$ cat src/design/pgmsp_pkg.sv
`timescale 1ns / 1ps

package pgmsp_pkg;

    localparam logic [7:0] CH_P     = 8'h50;
    localparam logic [7:0] CH_FIVE  = 8'h35;
    localparam logic [7:0] CH_HASH  = 8'h23;
    localparam logic [7:0] CH_SPACE = 8'h20;
    localparam logic [7:0] CH_LF    = 8'h0A;
    localparam logic [7:0] CH_CR    = 8'h0D;
    localparam logic [7:0] CH_ZERO  = 8'h30;

    localparam int unsigned VALUE_W = 16;

    typedef enum logic [2:0] {
        PH_MAGIC  = 3'd0,
        PH_WIDTH  = 3'd1,
        PH_HEIGHT = 3'd2,
        PH_GREY   = 3'd3,
        PH_IMAGE  = 3'd4,
        PH_STOP   = 3'd5
    } t_phase;

    typedef enum logic [2:0] {
        KIND_WIDTH  = 3'd0,
        KIND_HEIGHT = 3'd1,
        KIND_GREY   = 3'd2,
        KIND_PIXEL  = 3'd3,
        KIND_ERROR  = 3'd4
    } t_kind;

    typedef struct packed {
        logic               valid;
        t_kind              kind;
        logic [VALUE_W-1:0] value;
        logic               row_end;
    } t_result;

    function automatic logic is_eol(input logic [7:0] b);
        return (b == CH_LF) || (b == CH_CR);
    endfunction

endpackage

$ cat src/design/pgmsp_step.sv
`timescale 1ns / 1ps

module pgmsp_step #(
    parameter int unsigned DIM_BITS = 16
) (
    input  logic                i_clk,
    input  logic                i_rst_n,
    input  logic                i_fire,
    input  logic [7:0]          i_byte,
    input  logic                i_start,
    output pgmsp_pkg::t_result  o_result
);

    localparam int unsigned AccW = (DIM_BITS >= 16) ? 16 : DIM_BITS;
    localparam int unsigned SumW = AccW + 6;

    pgmsp_pkg::t_phase r_phase, n_phase, e_phase;
    logic              r_comment, n_comment, e_comment;
    logic              r_allowed, n_allowed, e_allowed;
    logic [1:0]        r_magic, n_magic, e_magic;
    logic [AccW-1:0]   r_acc, n_acc, e_acc;
    logic [AccW-1:0]   r_width, n_width, e_width;
    logic [AccW-1:0]   r_col, n_col, e_col;

    logic                   eol;
    logic                   skip;
    logic                   magic_ok;
    logic [7:0]             magic_exp;
    logic [SumW-1:0]        mul10;
    logic signed [SumW-1:0] sum;
    logic [AccW-1:0]        acc_next;
    logic [AccW-1:0]        col_inc;

    // restart from the reset values when a new file begins
    always_comb begin
        e_phase   = i_start ? pgmsp_pkg::PH_MAGIC : r_phase;
        e_comment = i_start ? 1'b0 : r_comment;
        e_allowed = i_start ? 1'b1 : r_allowed;
        e_magic   = i_start ? 2'd0 : r_magic;
        e_acc     = i_start ? '0   : r_acc;
        e_width   = i_start ? '0   : r_width;
        e_col     = i_start ? '0   : r_col;
    end

    assign eol       = pgmsp_pkg::is_eol(i_byte);
    assign skip      = (e_phase == pgmsp_pkg::PH_STOP) || e_comment
                       || (e_allowed && (i_byte == pgmsp_pkg::CH_HASH));
    assign magic_exp = (e_magic == 2'd0) ? pgmsp_pkg::CH_P : pgmsp_pkg::CH_FIVE;
    assign magic_ok  = (e_magic != 2'd2) && (i_byte == magic_exp);

    assign mul10 = (SumW'(e_acc) << 3) + (SumW'(e_acc) << 1);
    assign sum   = $signed(mul10) + $signed(SumW'(i_byte))
                   - $signed(SumW'(pgmsp_pkg::CH_ZERO));

    always_comb begin
        if (sum[SumW-1]) begin
            acc_next = '0;
        end else if (sum[SumW-2:AccW] != '0) begin
            acc_next = '1;
        end else begin
            acc_next = sum[AccW-1:0];
        end
    end

    assign col_inc = e_col + AccW'(1);

    always_comb begin
        n_phase = e_phase;
        if (!skip) begin
            unique case (e_phase)
                pgmsp_pkg::PH_MAGIC: begin
                    if (eol) begin
                        n_phase = pgmsp_pkg::PH_WIDTH;
                    end else if (!magic_ok) begin
                        n_phase = pgmsp_pkg::PH_STOP;
                    end
                end
                pgmsp_pkg::PH_WIDTH: begin
                    if (i_byte == pgmsp_pkg::CH_SPACE) begin
                        n_phase = pgmsp_pkg::PH_HEIGHT;
                    end
                end
                pgmsp_pkg::PH_HEIGHT: begin
                    if (eol) begin
                        n_phase = pgmsp_pkg::PH_GREY;
                    end
                end
                pgmsp_pkg::PH_GREY: begin
                    if (eol) begin
                        n_phase = pgmsp_pkg::PH_IMAGE;
                    end
                end
                pgmsp_pkg::PH_IMAGE: begin
                    n_phase = pgmsp_pkg::PH_IMAGE;
                end
                default: begin
                    n_phase = pgmsp_pkg::PH_STOP;
                end
            endcase
        end
    end

    always_comb begin
        n_comment = e_comment;
        n_allowed = e_allowed;
        n_magic   = e_magic;
        n_acc     = e_acc;
        n_width   = e_width;
        n_col     = e_col;
        o_result  = '{valid: 1'b0, kind: pgmsp_pkg::KIND_ERROR, value: '0, row_end: 1'b0};
        if (e_phase == pgmsp_pkg::PH_STOP) begin
            n_comment = e_comment;
        end else if (e_comment) begin
            if (eol) begin
                n_comment = 1'b0;
            end
        end else if (e_allowed && (i_byte == pgmsp_pkg::CH_HASH)) begin
            n_comment = 1'b1;
        end else begin
            unique case (e_phase)
                pgmsp_pkg::PH_MAGIC: begin
                    if (!eol) begin
                        if (magic_ok) begin
                            n_magic = e_magic + 2'd1;
                        end else begin
                            o_result.valid = 1'b1;
                        end
                    end
                end
                pgmsp_pkg::PH_WIDTH: begin
                    n_allowed = 1'b0;
                    if (i_byte == pgmsp_pkg::CH_SPACE) begin
                        n_width        = e_acc;
                        n_acc          = '0;
                        o_result.valid = 1'b1;
                        o_result.kind  = pgmsp_pkg::KIND_WIDTH;
                        o_result.value = pgmsp_pkg::VALUE_W'(e_acc);
                    end else begin
                        n_acc = acc_next;
                    end
                end
                pgmsp_pkg::PH_HEIGHT,
                pgmsp_pkg::PH_GREY: begin
                    if (eol) begin
                        n_acc          = '0;
                        o_result.valid = 1'b1;
                        o_result.value = pgmsp_pkg::VALUE_W'(e_acc);
                        if (e_phase == pgmsp_pkg::PH_GREY) begin
                            n_col         = '0;
                            o_result.kind = pgmsp_pkg::KIND_GREY;
                        end else begin
                            o_result.kind = pgmsp_pkg::KIND_HEIGHT;
                        end
                    end else begin
                        n_acc = acc_next;
                    end
                end
                pgmsp_pkg::PH_IMAGE: begin
                    o_result.valid = 1'b1;
                    o_result.kind  = pgmsp_pkg::KIND_PIXEL;
                    o_result.value = pgmsp_pkg::VALUE_W'(i_byte);
                    if ((e_width != '0) && (col_inc == e_width)) begin
                        n_col            = '0;
                        o_result.row_end = 1'b1;
                    end else begin
                        n_col = col_inc;
                    end
                end
                default: begin
                    n_comment = e_comment;
                end
            endcase
        end
    end

    always_ff @(posedge i_clk) begin
        if (!i_rst_n) begin
            r_phase   <= pgmsp_pkg::PH_MAGIC;
            r_comment <= 1'b0;
            r_allowed <= 1'b1;
            r_magic   <= 2'd0;
            r_acc     <= '0;
            r_width   <= '0;
            r_col     <= '0;
        end else if (i_fire) begin
            r_phase   <= n_phase;
            r_comment <= n_comment;
            r_allowed <= n_allowed;
            r_magic   <= n_magic;
            r_acc     <= n_acc;
            r_width   <= n_width;
            r_col     <= n_col;
        end
    end

endmodule

$ cat src/design/pgm_stream_parser.sv
`timescale 1ns / 1ps

// Binary PGM (P5) header parser: one file byte per transfer in, zero or one
// result per byte out (width, height, max grey, pixel with end-of-row mark,
// or a format error, after which bytes are dropped until tuser marks a new
// file). It takes one byte every cycle unless stalled; each result is
// registered: the input register holds the byte until the parser state
// update loads the result register from it. A held result stalls the input
// only once both registers are full. Header numbers saturate at
// 2^DIM_BITS-1, capped at 65535.
module pgm_stream_parser #(
    parameter int unsigned DIM_BITS = 16
) (
    input  logic        i_clk,
    input  logic        i_rst_n,
    input  logic        s_tvalid,
    output logic        s_tready,
    input  logic [7:0]  s_tdata,   // byte_in
    input  logic        s_tuser,   // file_start
    output logic        m_tvalid,
    input  logic        m_tready,
    output logic [15:0] m_tdata,   // value
    output logic [2:0]  m_tuser,   // kind
    output logic        m_tlast    // row_end
);

    logic               r_in_valid;
    logic [7:0]         r_in_byte;
    logic               r_in_start;
    logic               r_out_valid;
    pgmsp_pkg::t_kind   r_out_kind;
    logic [15:0]        r_out_value;
    logic               r_out_row_end;
    logic               advance;
    logic               fire;
    pgmsp_pkg::t_result result;

    assign advance  = !r_out_valid || m_tready;
    assign fire     = r_in_valid && advance;
    assign s_tready = !r_in_valid || advance;

    always_ff @(posedge i_clk) begin
        if (!i_rst_n) begin
            r_in_valid <= 1'b0;
        end else if (s_tvalid && s_tready) begin
            r_in_valid <= 1'b1;
        end else if (advance) begin
            r_in_valid <= 1'b0;
        end
    end

    always_ff @(posedge i_clk) begin
        if (s_tvalid && s_tready) begin
            r_in_byte  <= s_tdata;
            r_in_start <= s_tuser;
        end
    end

    pgmsp_step #(
        .DIM_BITS (DIM_BITS)
    ) u_step (
        .i_clk    (i_clk),
        .i_rst_n  (i_rst_n),
        .i_fire   (fire),
        .i_byte   (r_in_byte),
        .i_start  (r_in_start),
        .o_result (result)
    );

    always_ff @(posedge i_clk) begin
        if (!i_rst_n) begin
            r_out_valid <= 1'b0;
        end else if (advance) begin
            r_out_valid <= fire && result.valid;
        end
    end

    always_ff @(posedge i_clk) begin
        if (fire && result.valid) begin
            r_out_kind    <= result.kind;
            r_out_value   <= result.value;
            r_out_row_end <= result.row_end;
        end
    end

    assign m_tvalid = r_out_valid;
    assign m_tdata  = r_out_value;
    assign m_tuser  = r_out_kind;
    assign m_tlast  = r_out_row_end;

`ifndef SYNTHESIS
    a_last_only_pixel: assert property (@(posedge i_clk) disable iff (!i_rst_n)
        m_tvalid && m_tlast |-> m_tuser == pgmsp_pkg::KIND_PIXEL)
        else $error("row end on a non-pixel result");

    a_error_zero: assert property (@(posedge i_clk) disable iff (!i_rst_n)
        m_tvalid && (m_tuser == pgmsp_pkg::KIND_ERROR) |-> m_tdata == 16'd0)
        else $error("format error carries a value");

    a_full_stall: assert property (@(posedge i_clk) disable iff (!i_rst_n)
        r_in_valid && r_out_valid && !m_tready |-> !s_tready)
        else $error("input taken while both stages are held");

    a_hold_out: assert property (@(posedge i_clk) disable iff (!i_rst_n)
        m_tvalid && !m_tready |=> m_tvalid && $stable(m_tdata) && $stable(m_tuser))
        else $error("held result changed");
`endif

endmodule
$ cat config.mk
export PLATFORM = sky130hd
export DESIGN_NAME = pgm_stream_parser
export DESIGN_NICKNAME = d
export VERILOG_FILES = /design/src/design/pgmsp_pkg.sv /design/src/design/pgmsp_step.sv /design/src/design/pgm_stream_parser.sv
export SDC_FILE = /design/constraint.sdc
export NUM_CORES = 1
export LEC_CHECK = 0
export BUFFER_PORTS_ARGS = -buffer_cell sky130_fd_sc_hd__buf_4
export CORE_UTILIZATION = 40
export CTS_CLUSTER_DIAMETER = 30
export DETAILED_ROUTE_END_ITERATION = 10
export GPL_TIMING_DRIVEN = 0
export MAX_ROUTING_LAYER = met4
export SYNTH_ARGS = -nofsm -noshare
export SYNTH_HDL_FRONTEND = slang
export SYNTH_SLANG_ARGS = --single-unit
$ cat constraint.sdc
create_clock -name i_clk -period 5.82 [get_ports i_clk]
set_input_delay 1.746 -clock i_clk [delete_from_list [all_inputs] [get_ports i_clk]]
set_output_delay 1.746 -clock i_clk [all_outputs]
set_load 0.02 [all_outputs]
==> metrics.txt, run 1 <==
WL final=20.4 mm; Worst-Margin Slew=960 ps; status=finished clean; P_int=1.09 mW; Worst setup EP type=flip-flop; io pins=35; H-tree depth=3; final hold violations=0; Min-Delay Path Class=reg2reg; Post-Syn Area per Cell=8.23 um^2; clk slew on worst S/H paths=70 ps; initial drt markers=394; final-report setup violation count=0; Max Cap Viol=0; Die X=132 um; reg2reg start=r_in_start; Longest Clk Path Bufs=2; Pwr Total=1.55 mW; antenna violations before repair=0; Tot GR Track Use=24.5%; Pre-antenna DRT Iters=5; Area Overhead vs Synth=15.3%; row count=46; DIE AREA=17300 um^2; RSZ-0062 raised after global routing=no; Net Sw Frac=29.9%; clock tree sinks=86; async set-or-reset flop fraction in the synthesized netlist=0%; Remaining DRCs=0; crit path time final=5560 ps; maximum VDD drop=205 uV; PortBufs=34; relative max-transition margin=35.5%; Post-synth EDFFs=29; worst setup path start=r_in_start; fin. max-slew vios=0; crit path to=u_step.r_acc[11]; final period utilization=95.5%; worst-path fanout max=19; Net Count, Synth=866; pin count of the biggest net entering global routing=22; Detailed Place HPWL=15.3 mm; Die Y=132 um; layout cells sized above 1=13.7%; vias in the first global route=6024; global-route wire length before repair=32.5 mm; predominant post-synthesis flop cell=dfxtp_1; clock latency on the worst-skew pair=350 ps; Pwr Density=200 nW/um^2; clock root buffer=clkbuf_16; Ys Warns=0; sequential fraction of design power=41.7%; CTS Buf Count=9; RR Endpoint=u_step.r_acc[11]; GPL Wtd Cong=0.913; setup ws final=259 ps; NetSw=0.464 mW; Place WS=-1570 ps; sequential area share after synthesis=30.0%; FMAX=180 MHz; final core occ=48.0%; CTS tree=built; Cells after Synth=816; placed inst area=7250 um^2; Clock power frac=37.6%; post-DR wirelength/cell=18.7 um; Pleak=2.83 nW; Req. time, crit path=6060 ps; hold_buf cts=0; Initial Util=41.7%; Finished Cell Area=7740 um^2; Vias/cell=5.81; total number of vias=6323; critical path class=reg2reg; cell area after synthesis=6710 um^2; Worst EP arrival=5800 ps; Comb power frac=20.7%; worst clock skew=9.40 ps; synthesis-stage register bit count=86; CP Launch Type=flip-flop; Synth cell types=90; total congestion overflow=0; ANT nets after route=0; fin nets=916; flop2flop setup slack=260 ps; core area=16100 um^2; Reg2Reg Depth=24
-- power groups by stage --
stage                     registers (mW)  logic (mW)  clock network, mW
after global placement             0.660       0.283                  0
final                              0.646       0.320              0.583
after detailed placement           0.659       0.283                  0
after floorplan                    0.665       0.191                  0
after CTS                          0.646       0.292              0.595
after global routing               0.647       0.345              0.616
-- registers in the layout, indices dropped and copies added, names as in the netlist --
signal / cells
u_step.r_col: 16
u_step.r_allowed: 1
u_step.r_acc: 16
m_tlast: 1
u_step.r_phase: 3
m_tdata: 16
r_in_valid: 1
u_step.r_magic: 2
u_step.r_width: 16
m_tuser: 3
r_in_start: 1
u_step.r_comment: 1
m_tvalid: 1
r_in_byte: 8
-- cells in the final DEF, fill, tap and decap left out, types with 5 or more instances in the layout --
cell and n:
and3_1 11, nand3_1 15, o21ai_1 8, nor2b_1 56
edfxtp_1 29, nand4_1 7, nand2_1 75, clkbuf_16 9
buf_4 45, a21o_1 11, o21ai_0 57, nor2_1 41
ha_1 36, xor2_1 18, nor3_1 20, nor4_1 10
o21bai_1 10, nand2b_1 5, dfxtp_1 57, a32oi_1 9
or4_1 8, inv_1 32, a21oi_1 48, clkbuf_1 23
nand3b_1 6, a31oi_1 5, a22oi_1 30, o21a_1 5
and2_1 17, xnor2_1 31, o31ai_1 8, nor4_2 6
-- worst max-delay path: stages (launching register included) --
cell	delay, ps
edfxtp_1	430
buf_4	230
buf_6	180
clkbuf_4	220
nor2b_4	200
ha_1	240
ha_1	220
a21oi_1	80
a211oi_2	370
xnor2_1	160
nand2_1	80
ha_1	290
inv_1	40
ha_1	230
or3_1	400
a211oi_4	220
o31ai_2	100
o31ai_1	90
a31oi_2	190
a21o_1	280
a2111oi_4	430
o22ai_4	200
buf_6	190
nor4_2	280
o21ai_1	90
-- worst min-delay path by stage --
| stage | from | end | slack, ps | cells after the start |
|---|---|---|---|---|
| after detailed placement | u_step.r_acc[9] | u_step.r_acc[9] | 440 | 2 |
| after CTS | u_step.r_acc[9] | u_step.r_acc[9] | 450 | 2 |
| after floorplan | u_step.r_acc[11] | u_step.r_acc[11] | 420 | 2 |
| after global routing | u_step.r_acc[9] | u_step.r_acc[9] | 450 | 2 |
| after global placement | u_step.r_acc[9] | u_step.r_acc[9] | 430 | 2 |
| final | u_step.r_acc[9] | u_step.r_acc[9] | 450 | 2 |
-- metal layers --
layer | part of all wire (%) | track usage [%] | vias up
met1 | 47 | 32.5 | 2972
met3 | 5.0 | 3.97 | 40
met2 | 45 | 38.2 | 212
met4 | 2.5 | 7.36 | 0
met5 | 0 | - | -
li1 | - | - | 3099
-- cells in the mapped netlist, drive strengths merged, types with 9 or more instances --
cell,n,area (um^2)
a21o,11,82.6
a21oi,51,259
a22oi,30,225
a32oi,9,78.8
and2,18,114
and3,12,80.1
buf,14,91.3
clkbuf,27,103
dfxtp,57,1140
edfxtp,29,871
ha,36,450
inv,32,120
nand2,75,282
nand3,16,85.1
nor2,43,171
nor2b,61,382
nor3,24,130
nor4,17,121
o21ai,66,334
o21bai,10,75.1
o31ai,11,101
xnor2,32,288
xor2,19,174
-- layout make-up --
cell class / count / area (um^2)
antenna: 1 / 2.50
buffer: 40 / 214
clock buffer: 10 / 229
clock inverter: 6 / 61.3
fill: 1665 / 8380
inverter: 33 / 125
multi-input combinational: 656 / 4530
sequential: 86 / 2010
tap: 216 / 270
timing repair buffer: 40 / 300
-- logic make-up (layout without fill, tap and decap cells) --
| group | count (synthesis) | in the layout | synth area share (%) |
|---|---|---|---|
| compound gates | 247 | 247 | 24.8 |
| xor+xnor | 51 | 51 | 6.88 |
| fa+ha+maj | 40 | 40 | 7.47 |
| buf+inv | 74 | 129 | 4.73 |
| flops | 86 | 86 | 30.0 |
| mux | 3 | 3 | 0.522 |
| other cells | 0 | 1 | 0 |
| simple gates | 315 | 315 | 25.7 |
-- timing repair --
item / 4_1_cts / 5_1_grt
setup buffers: 1 / 5
pin swaps: 2 / 7
resized for setup: 15 / 27
setup endpoints to repair: 19 / 16
hold endpoints to repair: 0 / 0
-- stage by stage --
step / hold slack (ps) / setup TNS, ps / std cells
final: 448 / 0 / 1088
after global routing: 452 / 0 / 1087
after CTS: 447 / 0 / 1082
after detailed placement: 438 / -22900 / 1066
after global placement: 435 / -36550 / 1066
after floorplan: 423 / 0 / 816
Power figures use the tool's default switching activity.
==> inputs of run 2 (changes only) <==
- ABC_AREA: default -> 1
==> run 2 against run 1 <==
Clock power down 1%. Maximum frequency up 4.6%. Combinational power up 39%. Sequential share of layout area down 2.3 points. Power up 9.3%. First-iteration DRC count up 86%. Cell area up 9.9%. Wire length up 16%. Setup slack better by 240 ps. Largest cell class unchanged.
==> metrics.txt, run 2 <==
async set-or-reset flop fraction in the synthesized netlist=0% (unchanged); io pins=35 (unchanged); CTS tree=built; CP Buf/Inv Count=6 (+1); reg2reg start=r_in_start; clk slew on worst S/H paths=70 ps (about the same); Synth Area in XOR/XNOR=4.12% (-2.8 points); CP top delay family=simple AND/OR/NAND/NOR gates; WL final=23.5 mm (+16%); clock latency on the worst-skew pair=370 ps (+20 ps); Tot GR Track Use=25.4% (+0.92 points); most frequent cells in the layout=297 x nand2_1, 161 x inv_1, 112 x a21oi_1, 109 x nor2_1, 67 x o21ai_0; clock tree sinks=86 (unchanged); Remaining DRCs=0 (unchanged); Synth Area in Simple Gates=35.7% (+10 points); worst-path fanout max=10 (-9); Synth top area share=14.9% (-2.1 points); Die Y=140 um (+6.6%); slowest stage delay, CP=380 ps (-50 ps); final hold violations=0 (unchanged); Worst EP arrival=5540 ps (-260 ps); leading area contributor after synthesis=dfxtp_1; clock root buffer=clkbuf_16; Net Count, Synth=1226 (+42%); Comb power frac=26.3% (+5.6 points); Area Overhead vs Synth=11.2%; worst setup path start=r_in_start; most frequent cell after synthesis=nand2_1; Ys Warns=0 (unchanged); Pwr Density=199 nW/um^2 (-0.48%); ANT nets after route=0 (unchanged); Storage cell area=2010 um^2 (unchanged); NetSw=0.600 mW (+29%); FMAX=188 MHz (+4.6%); P_int=1.09 mW (+0.76%); DIE AREA=19700 um^2 (+14%); H-tree depth=3 (unchanged); RSZ-0062 raised after global routing=no; synthesis-stage register bit count=86 (unchanged); total congestion overflow=0 (unchanged); row count=50 (+8.7%); hold_buf cts=0 (unchanged); PortBufs=34 (unchanged); Longest Clk Path Bufs=2 (unchanged); Finished Cell Area=8500 um^2 (+9.9%); total number of vias=7743 (+22%); Pleak=3.94 nW (+39%); Vias/cell=5.30 (-8.9%); final-report setup violation count=0 (unchanged); fin. max-slew vios=0 (unchanged); critical path class=reg2reg; area of the multi-input gates=4770 um^2 (+5.4%); Min-Delay Path Class=reg2reg; layout cells sized above 1=12.1% (-1.6 points); synth top area cells=dfxtp_1 15%, nand2_1 15%, edfxtp_1 11%; core area=18700 um^2 (+16%); Post-Syn Area per Cell=6.50 um^2 (-21%); sequential fraction of design power=39.6% (-2.1 points); commonest non-fill, non-tap cell in the layout=nand2_1; Cells after Synth=1176 (+44%); Filler cells=1954 (+17%); CTS resizes=1 (-14); mux share of post-synthesis cell area=0% (-0.52 points); final period utilization=91.4% (-4.2 points); Worst setup EP type=flip-flop; pin count of the biggest net entering global routing=17 (-23%); final core occ=45.5% (-2.6 points); fin nets=1273 (+39%); Initial Util=40.9% (-0.76 points); largest family of logic cells by synthesized area=simple AND/OR/NAND/NOR gates; Hold WS=457 ps (+8.36 ps); relative max-transition margin=28.0% (-7.5 points); Worst-Margin Slew=1070 ps (+111 ps); post-DR wirelength/cell=16.1 um (-14%); cell area after synthesis=7650 um^2 (+14%); Setup Fix Bufs, Post-CTS=0 (-1); Post-synth EDFFs=29 (unchanged); Detailed Place HPWL=18.3 mm (+20%); Worst Hold Launch=u_step.r_allowed; ant diodes=0 (-1); sequential area share after synthesis=26.3% (-3.7 points); CP Launch Type=flip-flop; Net Sw Frac=35.4% (+5.5 points); area fraction in compound gates after synthesis=16.3% (-8.5 points); Clock power frac=34.1% (-3.5 points); crit path time final=5320 ps (-243 ps); CTS Buf Count=9 (unchanged); worst clock skew=8.85 ps (-0.550 ps); Pwr Total=1.69 mW (+9.3%); global-route wire length before repair=37.7 mm (+16%); Die X=140 um (+6.6%); Synth cell types=57 (-37%); vias in the first global route=7041 (+17%); maximum VDD drop=156 uV (-24%); initial drt markers=731 (+86%); Req. time, crit path=6040 ps (-20 ps); adder-cell share of the synthesized area=6.15% (-1.3 points); GPL Wtd Cong=0.926 (+1.5%); top cells by count, synth=297 x nand2_1, 161 x inv_1, 112 x a21oi_1; Max Cap Viol=0 (unchanged); predominant post-synthesis flop cell=dfxtp_1; Slowest-stage cell, CP=edfxtp_1; status=finished clean; placed inst area=8230 um^2 (+13%); CP dominant cell by count=nand2_1; Pre-antenna DRT Iters=5 (unchanged); antenna violations before repair=0 (unchanged)
-- run 2: layout make-up --
type / instances / share of cell area [%]
timing repair buffer: 37 / 3.27
buffer: 40 / 2.65
tap: 234 / 3.44
inverter: 171 / 7.64
multi-input combinational: 878 / 56.1
clock inverter: 6 / 0.544
clock buffer: 10 / 2.69
sequential: 86 / 23.7
-- run 2: cells by family after synthesis --
logic type | after synthesis
flops | 86
simple gates | 581
fa+ha+maj | 37
xor+xnor | 36
compound gates | 224
buf+inv | 212
-- run 2: per-stage QoR --
step	worst slack [ps]	std cells	TNS (ps)
final	503	1462	0
after global routing	27.7	1462	0
after CTS	72.6	1463	0
after detailed placement	-138	1447	-474
after global placement	-1210	1444	-25790
after floorplan	1280	1176	0
-- run 2: worst register-to-register path: cells and delay by family, from the launching register on --
kind            cells  cell delay (ps)
flops               1              380
buf+inv             6              940
fa+ha+maj           4             1040
compound gates      5              960
xor+xnor            1              180
simple gates       15             1710
-- run 2: metal layers --
layer / up-vias / wire length [um] / track usage, %
met5: - / 0 / -
met4: 0 / 345 / 6.42
met3: 24 / 1570 / 3.28
met2: 254 / 10600 / 39.6
met1: 3512 / 11000 / 34.7
li1: 3953 / - / -
-- run 2: power groups by stage --
stage / Clock [mW] / Combinational [mW] / Sequential, mW
CTS: 0.577 / 0.445 / 0.670
global placement: 0 / 0.439 / 0.684
floorplan: 0 / 0.310 / 0.691
global route: 0.599 / 0.497 / 0.673
detailed placement: 0 / 0.443 / 0.683
finish: 0.577 / 0.446 / 0.670
-- run 2: path summary, 6_finish.rpt --
path              depth (start not counted)  slack, ps               end
setup / recovery                         31        500  u_step.r_acc[15]
hold / removal                            2        460  u_step.r_allowed
setup reg to reg                         31        500  u_step.r_acc[15]
hold reg to reg                           2        460  u_step.r_allowed
==> inputs of run 3 (changes only) <==
- clock period: 5.82 -> 6.2 ns (I/O delays scaled with it)
==> run 3 against run 2 <==
First-iteration DRC count down 3.8%. Combinational power down 6.1%. Wire length about the same. Setup slack better by 320 ps. Sequential share of layout area about the same. Largest power group unchanged. Critical path depth unchanged. Die area unchanged. Maximum frequency down 1.1%. Clock skew about the same. Non-clock buffer count unchanged. Highest routed layer unchanged.
==> metrics.txt, run 3 (synthesis results as in run 2) <==
Worst-Margin Slew=1050 ps (-18.6 ps); fin. max-slew vios=0 (unchanged); slowest stage delay, CP=380 ps (about the same); most frequent cells in the layout=297 x nand2_1, 161 x inv_1, 112 x a21oi_1, 109 x nor2_1, 67 x o21ai_0; Pwr Density=187 nW/um^2 (-6.1%); RSZ-0062 raised after global routing=no; crit path time final=5380 ps (+58.3 ps); Worst EP arrival=5600 ps (+60 ps); critical path class=reg2reg; Req. time, crit path=6420 ps (+380 ps); CTS Buf Count=9 (unchanged); clock tree sinks=86 (unchanged); Max Cap Viol=0 (unchanged); antenna violations before repair=0 (unchanged); clock root buffer=clkbuf_16; DIE AREA=19700 um^2 (unchanged); fin nets=1273 (unchanged); relative max-transition margin=29.3% (+1.2 points); CP top delay family=simple AND/OR/NAND/NOR gates; Detailed Place HPWL=18.3 mm (unchanged); commonest non-fill, non-tap cell in the layout=nand2_1; core area=18700 um^2 (unchanged); layout cells sized above 1=12.0% (-0.081 points); Pleak=3.94 nW (about the same); GPL Wtd Cong=0.926 (unchanged); Remaining DRCs=0 (unchanged); CP Buf/Inv Count=9 (+3); Tot GR Track Use=25.4% (unchanged); clock latency on the worst-skew pair=360 ps (about the same); ANT nets after route=0 (unchanged); Pre-antenna DRT Iters=5 (unchanged); final hold violations=0 (unchanged); CP dominant cell by count=nand2_1; io pins=35 (unchanged); final-report setup violation count=0 (unchanged); pin count of the biggest net entering global routing=17 (unchanged); row count=50 (unchanged); placed cells=1447 (unchanged); Slowest-stage cell, CP=edfxtp_1; total number of vias=7753 (+0.13%); final non-filler cell total=1462 (unchanged); Area Overhead vs Synth=11.1% (about the same); Initial Util=40.9% (unchanged); Hold WS=458 ps (+1.16 ps); CP Launch Type=flip-flop; ant diodes=0 (unchanged); Min-Delay Path Class=reg2reg; Vias/cell=5.30 (+0.13%); total congestion overflow=0 (unchanged); WL final=23.5 mm (about the same); worst clock skew=8.90 ps (+0.0499 ps); Worst setup EP type=flip-flop; worst-path fanout max=19 (+9); final period utilization=86.7% (-4.7 points); Die X=140 um (unchanged); final core occ=45.4% (about the same); global-route wire length before repair=37.7 mm (unchanged); PortBufs=34 (unchanged); post-DR wirelength/cell=16.1 um (about the same); clk slew on worst S/H paths=70 ps (about the same); Die Y=140 um (unchanged); FMAX=186 MHz (-1.1%); maximum VDD drop=146 uV (-6.1%); H-tree depth=3 (unchanged); vias in the first global route=7041 (unchanged); status=finished clean; initial drt markers=703 (-3.8%); CTS tree=built; Longest Clk Path Bufs=2 (unchanged)
==> run 3: cell count changes in the layout (fill, tap and decap cells not counted) <==
cell | previous run | this run
nor3_2 | 2 | 1
nor3_1 | 12 | 13
==> run 3: power by group <==
group / internal [mW] / switching [mW]
combinational: 0.138 / 0.281
sequential: 0.612 / 0.0165
clock: 0.276 / 0.266
==> run 3: path summary, 6_finish.rpt <==
path / from / endpoint / slack [ps] / cells past startpoint
setup reg to reg: r_in_start / u_step.r_acc[15] / 820 / 31
hold reg to reg: u_step.r_allowed / u_step.r_allowed / 460 / 2
hold / removal: u_step.r_allowed / u_step.r_allowed / 460 / 2
setup / recovery: r_in_start / u_step.r_acc[15] / 820 / 31
==> run 3: cell type report <==
class / instances / area, um^2
clock buffers: 10 / 229
clock inverters: 6 / 46.3
multi-input cells: 878 / 4770
flip-flops and latches: 86 / 2010
fillers: 1954 / 10200
inverters: 171 / 649
well taps: 234 / 293
plain buffers: 40 / 225
repair buffers: 37 / 278
==> run 3: worst reg2reg max path: cells and delay by family (launching register included) <==
| family | cells | cell delay, ps |
|---|---|---|
| simple gates | 15 | 1960 |
| buf+inv | 9 | 1540 |
| compound gates | 4 | 580 |
| fa+ha+maj | 2 | 570 |
| flops | 1 | 380 |
| xor+xnor | 1 | 220 |
==> run 3: metrics by stage <==
stage	setup WS (ps)	instance area (um^2)	power [mW]	TNS [ps]
3_5_place_dp	242	8230	1.06	0
2_1_floorplan	1560	7650	0.940	0
6_report	824	8500	1.59	0
5_1_grt	307	8500	1.66	0
3_3_place_gp	-831	8200	1.05	-17280
4_1_cts	213	8500	1.59	0
==> run 3: timing repair <==
item / in CTS / in global routing
hold buffers: 0 / 0
gates resized for setup: 0 / 2
setup endpoints to repair: 0 / 16
setup buffers: 0 / 0
==> run 3: routing by layer <==
metal	global-route usage, %	routed length [um]
met3	3.28	1560
met4	6.42	389
met1	34.7	11000
met2	39.6	10600
met5	-	0
